<file path="config.mk">
export PLATFORM = sky130hd
export DESIGN_NAME = hsv_to_rgb_pixel
export DESIGN_NICKNAME = d
export VERILOG_FILES = /design/src/rtl/hsvp_pkg.sv /design/src/rtl/hsvp_sector_mux.sv /design/src/rtl/hsv_to_rgb_pixel.sv
export VERILOG_INCLUDE_DIRS = /design/src /design/src/rtl
export SDC_FILE = /design/constraint.sdc
export NUM_CORES = 1
export LEC_CHECK = 0
export ABC_AREA = 1
export ABC_CLOCK_PERIOD_IN_PS = 5670
export BUFFER_PORTS_ARGS = -buffer_cell sky130_fd_sc_hd__buf_2
export CAP_MARGIN = 40
export CELL_PAD_IN_SITES_DETAIL_PLACEMENT = 1
export CELL_PAD_IN_SITES_GLOBAL_PLACEMENT = 1
export CORE_MARGIN = 8
export CORE_UTILIZATION = 40
export CTS_CLUSTER_SIZE = 16
export DETAILED_ROUTE_END_ITERATION = 16
export PLACE_DENSITY_LB_ADDON = 0.1
export RECOVER_POWER = 100
export SYNTH_ARGS = -nofsm -noshare
export SYNTH_HDL_FRONTEND = slang
export SYNTH_HIERARCHICAL = 1
export SYNTH_SLANG_ARGS = --single-unit
</file>
<file path="constraint.sdc">
create_clock -name clock -period 5.67 [get_ports clock]
set_input_delay 0.8505 -clock clock [delete_from_list [all_inputs] [get_ports clock]]
set_output_delay 0.8505 -clock clock [all_outputs]
set_load 0.02 [all_outputs]
</file>
<file path="src/rtl/hsv_to_rgb_pixel_macros.svh">
// ---------------------------------------------------------------------------
// HSV to RGB pixel converter assertion macros
// Concurrent checks clocked on clock; compiled out when SYNTH is defined.
// ---------------------------------------------------------------------------
`ifndef HSV_TO_RGB_PIXEL_MACROS_SVH
`define HSV_TO_RGB_PIXEL_MACROS_SVH

`ifndef SYNTH
// Check outside reset.
`define HSVP_ASSERT(label, prop) \
   label: assert property (@(posedge clock) disable iff (reset) prop) \
      else $error("hsv_to_rgb_pixel assertion failed");
// Check on every edge, reset included.
`define HSVP_ASSERT_ALWAYS(label, prop) \
   label: assert property (@(posedge clock) prop) \
      else $error("hsv_to_rgb_pixel assertion failed");
`else
`define HSVP_ASSERT(label, prop)
`define HSVP_ASSERT_ALWAYS(label, prop)
`endif

`endif

</file>
<file path="src/rtl/hsvp_pkg.sv">
// ---------------------------------------------------------------------------
// HSV to RGB pixel package
// Beat types, sector codes, constants and constant-divide helpers.
// ---------------------------------------------------------------------------
package hsvp_pkg;

   localparam logic [7:0] HUE_TOP     = 8'd254;
   localparam logic [7:0] SECTOR_SPAN = 8'd85;
   localparam logic [6:0] RAMP_PEAK   = 7'd42;
   localparam logic [7:0] EDGE1       = 8'd42;
   localparam logic [7:0] EDGE2       = 8'd84;
   localparam logic [7:0] EDGE3       = 8'd127;
   localparam logic [7:0] EDGE4       = 8'd169;
   localparam logic [7:0] EDGE5       = 8'd212;

   // floor(ramp / 10710) == (ramp * RAMP_RECIP) >> RAMP_SHIFT for ramp <= 42*255*255
   localparam logic [21:0] RAMP_RECIP = 22'd3208193;
   localparam int          RAMP_SHIFT = 35;

   typedef struct packed {
      logic [7:0] hue;
      logic [4:0] saturation;
      logic [4:0] brightness;
      logic [7:0] alpha_in;
   } hsv_req_type;

   typedef struct packed {
      logic [7:0] red;
      logic [7:0] green;
      logic [7:0] blue;
      logic [7:0] alpha_out;
   } rgb_rsp_type;

   typedef enum logic [2:0] {
      SEC_RED_UP    = 3'd0,
      SEC_GREEN_TOP = 3'd1,
      SEC_BLUE_UP   = 3'd2,
      SEC_BLUE_TOP  = 3'd3,
      SEC_RED_BACK  = 3'd4,
      SEC_RED_TOP   = 3'd5
   } sector_type;

   // Final-stage terms handed to the channel mux
   typedef struct packed {
      logic       valid;
      sector_type sector;
      logic [7:0] c;
      logic [7:0] m;
      logic [7:0] x;
      logic [7:0] alpha;
   } hsvp_terms_type;

   function automatic logic [7:0] widen5(input logic [4:0] val);
      return {val, val[4:2]};
   endfunction

   // Exact floor(val / 255) for any 16-bit val up to 255*255
   function automatic logic [7:0] div255(input logic [15:0] val);
      logic [16:0] sum;
      sum = {1'b0, val} + {9'b0, val[15:8]} + 17'd1;
      return sum[15:8];
   endfunction

endpackage

</file>
<file path="src/rtl/hsvp_sector_mux.sv">
// ---------------------------------------------------------------------------
// HSV to RGB sector mux
// Routes c+m, x+m and m to the channels by hue sector; output register.
// ---------------------------------------------------------------------------
module hsvp_sector_mux
   import hsvp_pkg::*;
(
   input  logic           clock,
   input  logic           reset,
   input  hsvp_terms_type terms,
   output logic           rsp_valid,
   output rgb_rsp_type    rsp_data
);

   logic        valid_ff;
   rgb_rsp_type data_ff;
   rgb_rsp_type data_in;
   logic [7:0]  cm;
   logic [7:0]  xm;

   always_comb begin
      cm = terms.c + terms.m;
      xm = terms.x + terms.m;
      data_in.alpha_out = terms.alpha;
      unique case (terms.sector)
         SEC_RED_UP: begin
            data_in.red = cm; data_in.green = xm; data_in.blue = terms.m;
         end
         SEC_GREEN_TOP: begin
            data_in.red = xm; data_in.green = cm; data_in.blue = terms.m;
         end
         SEC_BLUE_UP: begin
            data_in.red = terms.m; data_in.green = cm; data_in.blue = xm;
         end
         SEC_BLUE_TOP: begin
            data_in.red = terms.m; data_in.green = xm; data_in.blue = cm;
         end
         SEC_RED_BACK: begin
            data_in.red = xm; data_in.green = terms.m; data_in.blue = cm;
         end
         default: begin
            data_in.red = cm; data_in.green = terms.m; data_in.blue = xm;
         end
      endcase
   end

   always_ff @(posedge clock) begin
      if (reset) begin
         valid_ff <= 1'b0;
      end else begin
         valid_ff <= terms.valid;
      end
   end

   always_ff @(posedge clock) begin
      data_ff <= data_in;
   end

   assign rsp_valid = valid_ff;
   assign rsp_data  = data_ff;

endmodule

</file>
<file path="src/rtl/hsv_to_rgb_pixel.sv">
// ---------------------------------------------------------------------------
// HSV to RGB pixel converter
// Five-stage pipeline: decode, chroma, ramp/offset, constant divide, mux.
// ---------------------------------------------------------------------------
// Takes one pixel per clock: busy is always low, so every start beat is taken.
// Each result appears on rsp_data with rsp_valid high for one cycle, once it
// has passed the stage 1 to 4 registers and the mux output register, in order;
// the receiver must take it then. Stage 4 holds the 22x22 reciprocal multiply
// that divides the ramp term by 10710.
module hsv_to_rgb_pixel
   import hsvp_pkg::*;
(
   input  logic        clock,
   input  logic        reset,
   input  logic        start,
   output logic        busy,
   input  hsv_req_type req_data,
   output logic        rsp_valid,
   output rgb_rsp_type rsp_data
);

   `include "hsv_to_rgb_pixel_macros.svh"

   logic accept;

   // Stage 1: clamp hue, widen, sector and ramp coefficient
   logic [7:0]  hue_c;
   logic [6:0]  pos;
   logic        s1_valid_ff;
   logic [7:0]  s1_sat_ff,   s1_sat_in;
   logic [7:0]  s1_val_ff,   s1_val_in;
   logic [5:0]  s1_k_ff,     s1_k_in;
   sector_type  s1_sec_ff,   s1_sec_in;
   logic [7:0]  s1_alpha_ff;

   // Stage 2: chroma
   logic        s2_valid_ff;
   logic [15:0] s2_chroma_ff, s2_chroma_in;
   logic [7:0]  s2_val_ff;
   logic [5:0]  s2_k_ff;
   sector_type  s2_sec_ff;
   logic [7:0]  s2_alpha_ff;

   // Stage 3: ramp, offset, c
   logic        s3_valid_ff;
   logic [21:0] s3_ramp_ff, s3_ramp_in;
   logic [15:0] s3_offs_ff, s3_offs_in;
   logic [7:0]  s3_c_ff;
   sector_type  s3_sec_ff;
   logic [7:0]  s3_alpha_ff;
   logic [15:0] val255;

   // Stage 4: x and m
   logic        s4_valid_ff;
   logic [7:0]  s4_x_ff, s4_x_in;
   logic [7:0]  s4_m_ff;
   logic [7:0]  s4_c_ff;
   sector_type  s4_sec_ff;
   logic [7:0]  s4_alpha_ff;
   logic [43:0] xprod;

   hsvp_terms_type terms;

   assign busy   = 1'b0;
   assign accept = start && !busy;

   always_comb begin
      hue_c = (req_data.hue == 8'hFF) ? HUE_TOP : req_data.hue;
      if (hue_c < SECTOR_SPAN) begin
         pos = hue_c[6:0];
      end else if (hue_c < {SECTOR_SPAN[6:0], 1'b0}) begin
         pos = 7'(hue_c - SECTOR_SPAN);
      end else begin
         pos = 7'(hue_c - {SECTOR_SPAN[6:0], 1'b0});
      end
      // 42 - |pos - 42|
      if (pos >= RAMP_PEAK) begin
         s1_k_in = 6'({RAMP_PEAK[5:0], 1'b0} - pos);
      end else begin
         s1_k_in = pos[5:0];
      end
      if (hue_c < EDGE1) begin
         s1_sec_in = SEC_RED_UP;
      end else if (hue_c < EDGE2) begin
         s1_sec_in = SEC_GREEN_TOP;
      end else if (hue_c < EDGE3) begin
         s1_sec_in = SEC_BLUE_UP;
      end else if (hue_c < EDGE4) begin
         s1_sec_in = SEC_BLUE_TOP;
      end else if (hue_c < EDGE5) begin
         s1_sec_in = SEC_RED_BACK;
      end else begin
         s1_sec_in = SEC_RED_TOP;
      end
      s1_sat_in = widen5(req_data.saturation);
      s1_val_in = widen5(req_data.brightness);
   end

   assign s2_chroma_in = 16'(s1_val_ff) * 16'(s1_sat_ff);

   assign val255     = {s2_val_ff, 8'b0} - {8'b0, s2_val_ff};
   assign s3_offs_in = val255 - s2_chroma_ff;
   assign s3_ramp_in = 22'(s2_k_ff) * 22'(s2_chroma_ff);

   assign xprod   = {22'b0, s3_ramp_ff} * {22'b0, RAMP_RECIP};
   assign s4_x_in = xprod[RAMP_SHIFT +: 8];

   // Valid chain
   always_ff @(posedge clock) begin
      if (reset) begin
         s1_valid_ff <= 1'b0;
         s2_valid_ff <= 1'b0;
         s3_valid_ff <= 1'b0;
         s4_valid_ff <= 1'b0;
      end else begin
         s1_valid_ff <= accept;
         s2_valid_ff <= s1_valid_ff;
         s3_valid_ff <= s2_valid_ff;
         s4_valid_ff <= s3_valid_ff;
      end
   end

   // Payload advances every cycle
   always_ff @(posedge clock) begin
      s1_sat_ff    <= s1_sat_in;
      s1_val_ff    <= s1_val_in;
      s1_k_ff      <= s1_k_in;
      s1_sec_ff    <= s1_sec_in;
      s1_alpha_ff  <= req_data.alpha_in;

      s2_chroma_ff <= s2_chroma_in;
      s2_val_ff    <= s1_val_ff;
      s2_k_ff      <= s1_k_ff;
      s2_sec_ff    <= s1_sec_ff;
      s2_alpha_ff  <= s1_alpha_ff;

      s3_ramp_ff   <= s3_ramp_in;
      s3_offs_ff   <= s3_offs_in;
      s3_c_ff      <= div255(s2_chroma_ff);
      s3_sec_ff    <= s2_sec_ff;
      s3_alpha_ff  <= s2_alpha_ff;

      s4_x_ff      <= s4_x_in;
      s4_m_ff      <= div255(s3_offs_ff);
      s4_c_ff      <= s3_c_ff;
      s4_sec_ff    <= s3_sec_ff;
      s4_alpha_ff  <= s3_alpha_ff;
   end

   always_comb begin
      terms.valid  = s4_valid_ff;
      terms.sector = s4_sec_ff;
      terms.c      = s4_c_ff;
      terms.m      = s4_m_ff;
      terms.x      = s4_x_ff;
      terms.alpha  = s4_alpha_ff;
   end

   hsvp_sector_mux u_mux (
      .clock     (clock),
      .reset     (reset),
      .terms     (terms),
      .rsp_valid (rsp_valid),
      .rsp_data  (rsp_data)
   );

   `HSVP_ASSERT(a_latency, accept |-> ##5 rsp_valid)
   `HSVP_ASSERT(a_no_spurious, rsp_valid |-> $past(accept, 5))
   `HSVP_ASSERT(a_alpha_pass, rsp_valid |-> rsp_data.alpha_out == $past(req_data.alpha_in, 5))
   `HSVP_ASSERT(a_ramp_le_chroma, s4_valid_ff |-> s4_x_ff <= s4_c_ff)
   `HSVP_ASSERT_ALWAYS(a_reset_clears, reset |=> !s1_valid_ff && !rsp_valid)

endmodule
</file>
==> results.tsv <==
stage	metric	value	unit
floorplanning	ios	63	
sta	max_freq	184	MHz
worst_hold_path	min_path_type	reg -> reg	
synthesis	postSynthAreaPerCell	8.71	um2
clock_network	cts_tree	built	
floorplanning	die-area	53200	um2
clock_network	insertion_delay	0.46	ns
floorplanning	die_w	231	um
global_routing	grt_max_degree	19	
setup_path	cp_cell_sequence	fa_1 -> ha_1 -> fa_1 -> fa_1 -> inv_1 -> fa_1 -> inv_1 -> ha_1 -> ha_1 -> ha_1 -> nand2_1 -> nor2_1 -> nand2_1 -> nor4_1 -> nand2_1 -> nand2_1 -> xor2_1	
global_routing	globalRouteOverflowTotal	0	
synthesis	synth_top_cell_by_area	ha_1	
synthesis	yosysSeqAreaShare	21.1	%
place	gp_congestion	0.855	
synthesis	syn_area	18400	um2
place	hpwlAfterDp	39.3	mm
setup_path	reg2reg_from	s3_ramp_ff[20]	
drt	wl_per_cell	16.2	um
setup_path	cp.arrival	5.78	ns
synthesis	synth_edf_count	0	
clock_network	h-tree-depth	4	
synthesis	syn_inst	2116	
synthesis	synth_area_leaders	ha_1 24%, dfxtp_1 21%, fa_1 21%	
sta	worst_pin_slew	1.12	ns
setup_path	path_buf_inv	2	
worst_hold_path	hold_path.startpoint	s3_alpha_ff[6]	
clock_network	cts_max_path_buffers	2	
setup_path	crit_end	s4_x_ff[2]	
clock_network	clkSinkCount	194	
cells_and_area	syn_to_final_growth	7.64	%
sta	setup_viol	0	
cells_and_area	fin_nets	2737	
floorplanning	core_area	45500	um2
synthesis	yosys-top-cells-count	450 x inv_1, 391 x nand2_1, 348 x ha_1	
setup_path	r2r-end	s4_x_ff[2]	
cells_and_area	fill_cells	5508	
clock_network	cts_root_buf	clkbuf_16	
clock_network	post_cts_resized	0	
sta	finalSetupTns	0	ns
setup_path	r2r_slack	0.24	ns
drt	dr.first_iter.drc_count	462	
setup_path	cp-end-kind	flip-flop	
synthesis	synth-async-reset-ratio	0	%
setup_path	critPathSlowestCell	dfxtp_1	
clock_network	cts.hold.buffers_added	0	
worst_hold_path	worstHoldPathCells	0	
sta	final_max_slew_viol_count	0	
drt	viasPerCell	4.85	
cells_and_area	drive_gt1_share	4.03	%
setup_path	reg2reg_depth	17	
global_routing	grt_pass1_wl	75.9	mm
setup_path	critPathRequiredTime	6.03	ns
run	drv_cap	0	
setup_path	max_stage_delay	0.69	ns
drt	vias	13500	
cells_and_area	diodes	0	
setup_path	worstSetupStartpoint	s3_ramp_ff[20]	
status	status	finished clean	
floorplanning	core.rowCount	78	
synthesis	synth-main-ff-cell	dfxtp_1	
drt	first_pass_iters	4	
synthesis	synth_cell_types	50	
sta	clock-skew-final	0.0166	ns
sta	hold_violations	0	
synthesis	yosys_warnings	6	
setup_path	cp_max_fo	9	
global_routing	grt_pass1_vias	14900	
synthesis	yosysMostFrequentCell	inv_1	
clock_network	clk_pin_slew	0.08	ns
global_routing	track_usage	17.6	%
global_routing	grt_antenna_before_repair	0	
setup_path	worstSetupStartpointType	flip-flop	
synthesis	yosysTopAreaCellShare	23.6	%
synthesis	syn-num-nets	2685	
clock_network	cts_setup_buffers	0	
sta	finalCritPeriodShare	95.7	%
sta	min_period	5.43	ns
floorplanning	initial_utilization	40.5	%
synthesis	synth_seq_cells	194	
setup_path	cp_top_family	adder cells	
setup_path	crit_cells	17	
clock_network	numCtsBuffers	17	
floorplanning	die_h	231	um
sta	relSlewSlack	24.8	%
drt	drc_errors	0	
place	portBuffers	61	
drt	drt_wl_total	45.2	mm
sta	rsz0062_at_grt	false	
drt	final_antenna_net_count	0	
setup_path	worst-setup-path-type	reg -> reg	
[kinds of logic after synthesis]
| logic type | count (synthesis) | synth area share, % |
|---|---|---|
| compound gates | 199 | 6.22 |
| xor+xnor | 77 | 3.70 |
| fa+ha+maj | 540 | 44.5 |
| buf+inv | 490 | 10.2 |
| flops | 194 | 21.1 |
| other cells | 1 | 0.0203 |
| simple gates | 615 | 14.3 |
[worst min-delay path by stage]
stage                        endpoint
floorplan              s2_alpha_ff[0]
global placement    u_mux/rsp_data[6]
detailed placement     s2_alpha_ff[5]
CTS                    s4_alpha_ff[6]
global route             s2_sec_ff[2]
finish                 s4_alpha_ff[6]
[flip-flops by register name, indices dropped and copies added, names as in the netlist, 16 cells and up]
register	count
s3_offs_ff	16
u_mux/rsp_data	32
s2_chroma_ff	16
s3_ramp_ff	22
[area by class of cell]
type / instances / area (um2) / share of cell area, %
clock inverter: 12 / 168 / 0.845
clock buffer: 20 / 457 / 2.30
tap: 600 / 751 / 3.78
timing repair buffer: 63 / 277 / 1.39
sequential: 194 / 3890 / 19.6
inverter: 460 / 1730 / 8.70
multi-input combinational: 1432 / 12600 / 63.4
[placed cells by master (no fill, tap or decap), drive strengths merged, types with 55 or more instances in the layout]
cell type / netlist / routed
ha: 348 / 348
inv: 460 / 466
a21oi: 99 / 99
clkbuf: 17 / 55
nand2: 408 / 408
nand3: 84 / 84
o21ai: 55 / 55
dfxtp: 194 / 194
fa: 192 / 192
nor2: 91 / 91
[metrics by stage]
step           instance area, um2  setup WS [ns]  util (%)  hold WS [ns]  instances
3_5_place_dp                19300          0.237      42.5         0.313       2749
2_1_floorplan               18400          0.904         -         0.310       2116
3_3_place_gp                19300          0.347      42.5         0.310       2749
5_1_grt                     19800         0.0291      43.6         0.329       2781
6_report                    19800          0.243      43.6         0.316       2781
4_1_cts                     20000          0.195      43.9         0.316       2781
[routing by layer]
layer  wire length, um  part of all wire (%)  track usage [%]  vias up
met5                 0                     0                0        -
met4               884                   2.0             4.85        0
met3               988                   2.2             2.42       49
met2             22100                    49             31.1      129
met1             21200                    47             22.3     6589
li1                  -                     -                -     6716
Power is not shown: default switching activity piles up to over one toggle a cycle in this logic, so the estimate is an artifact.
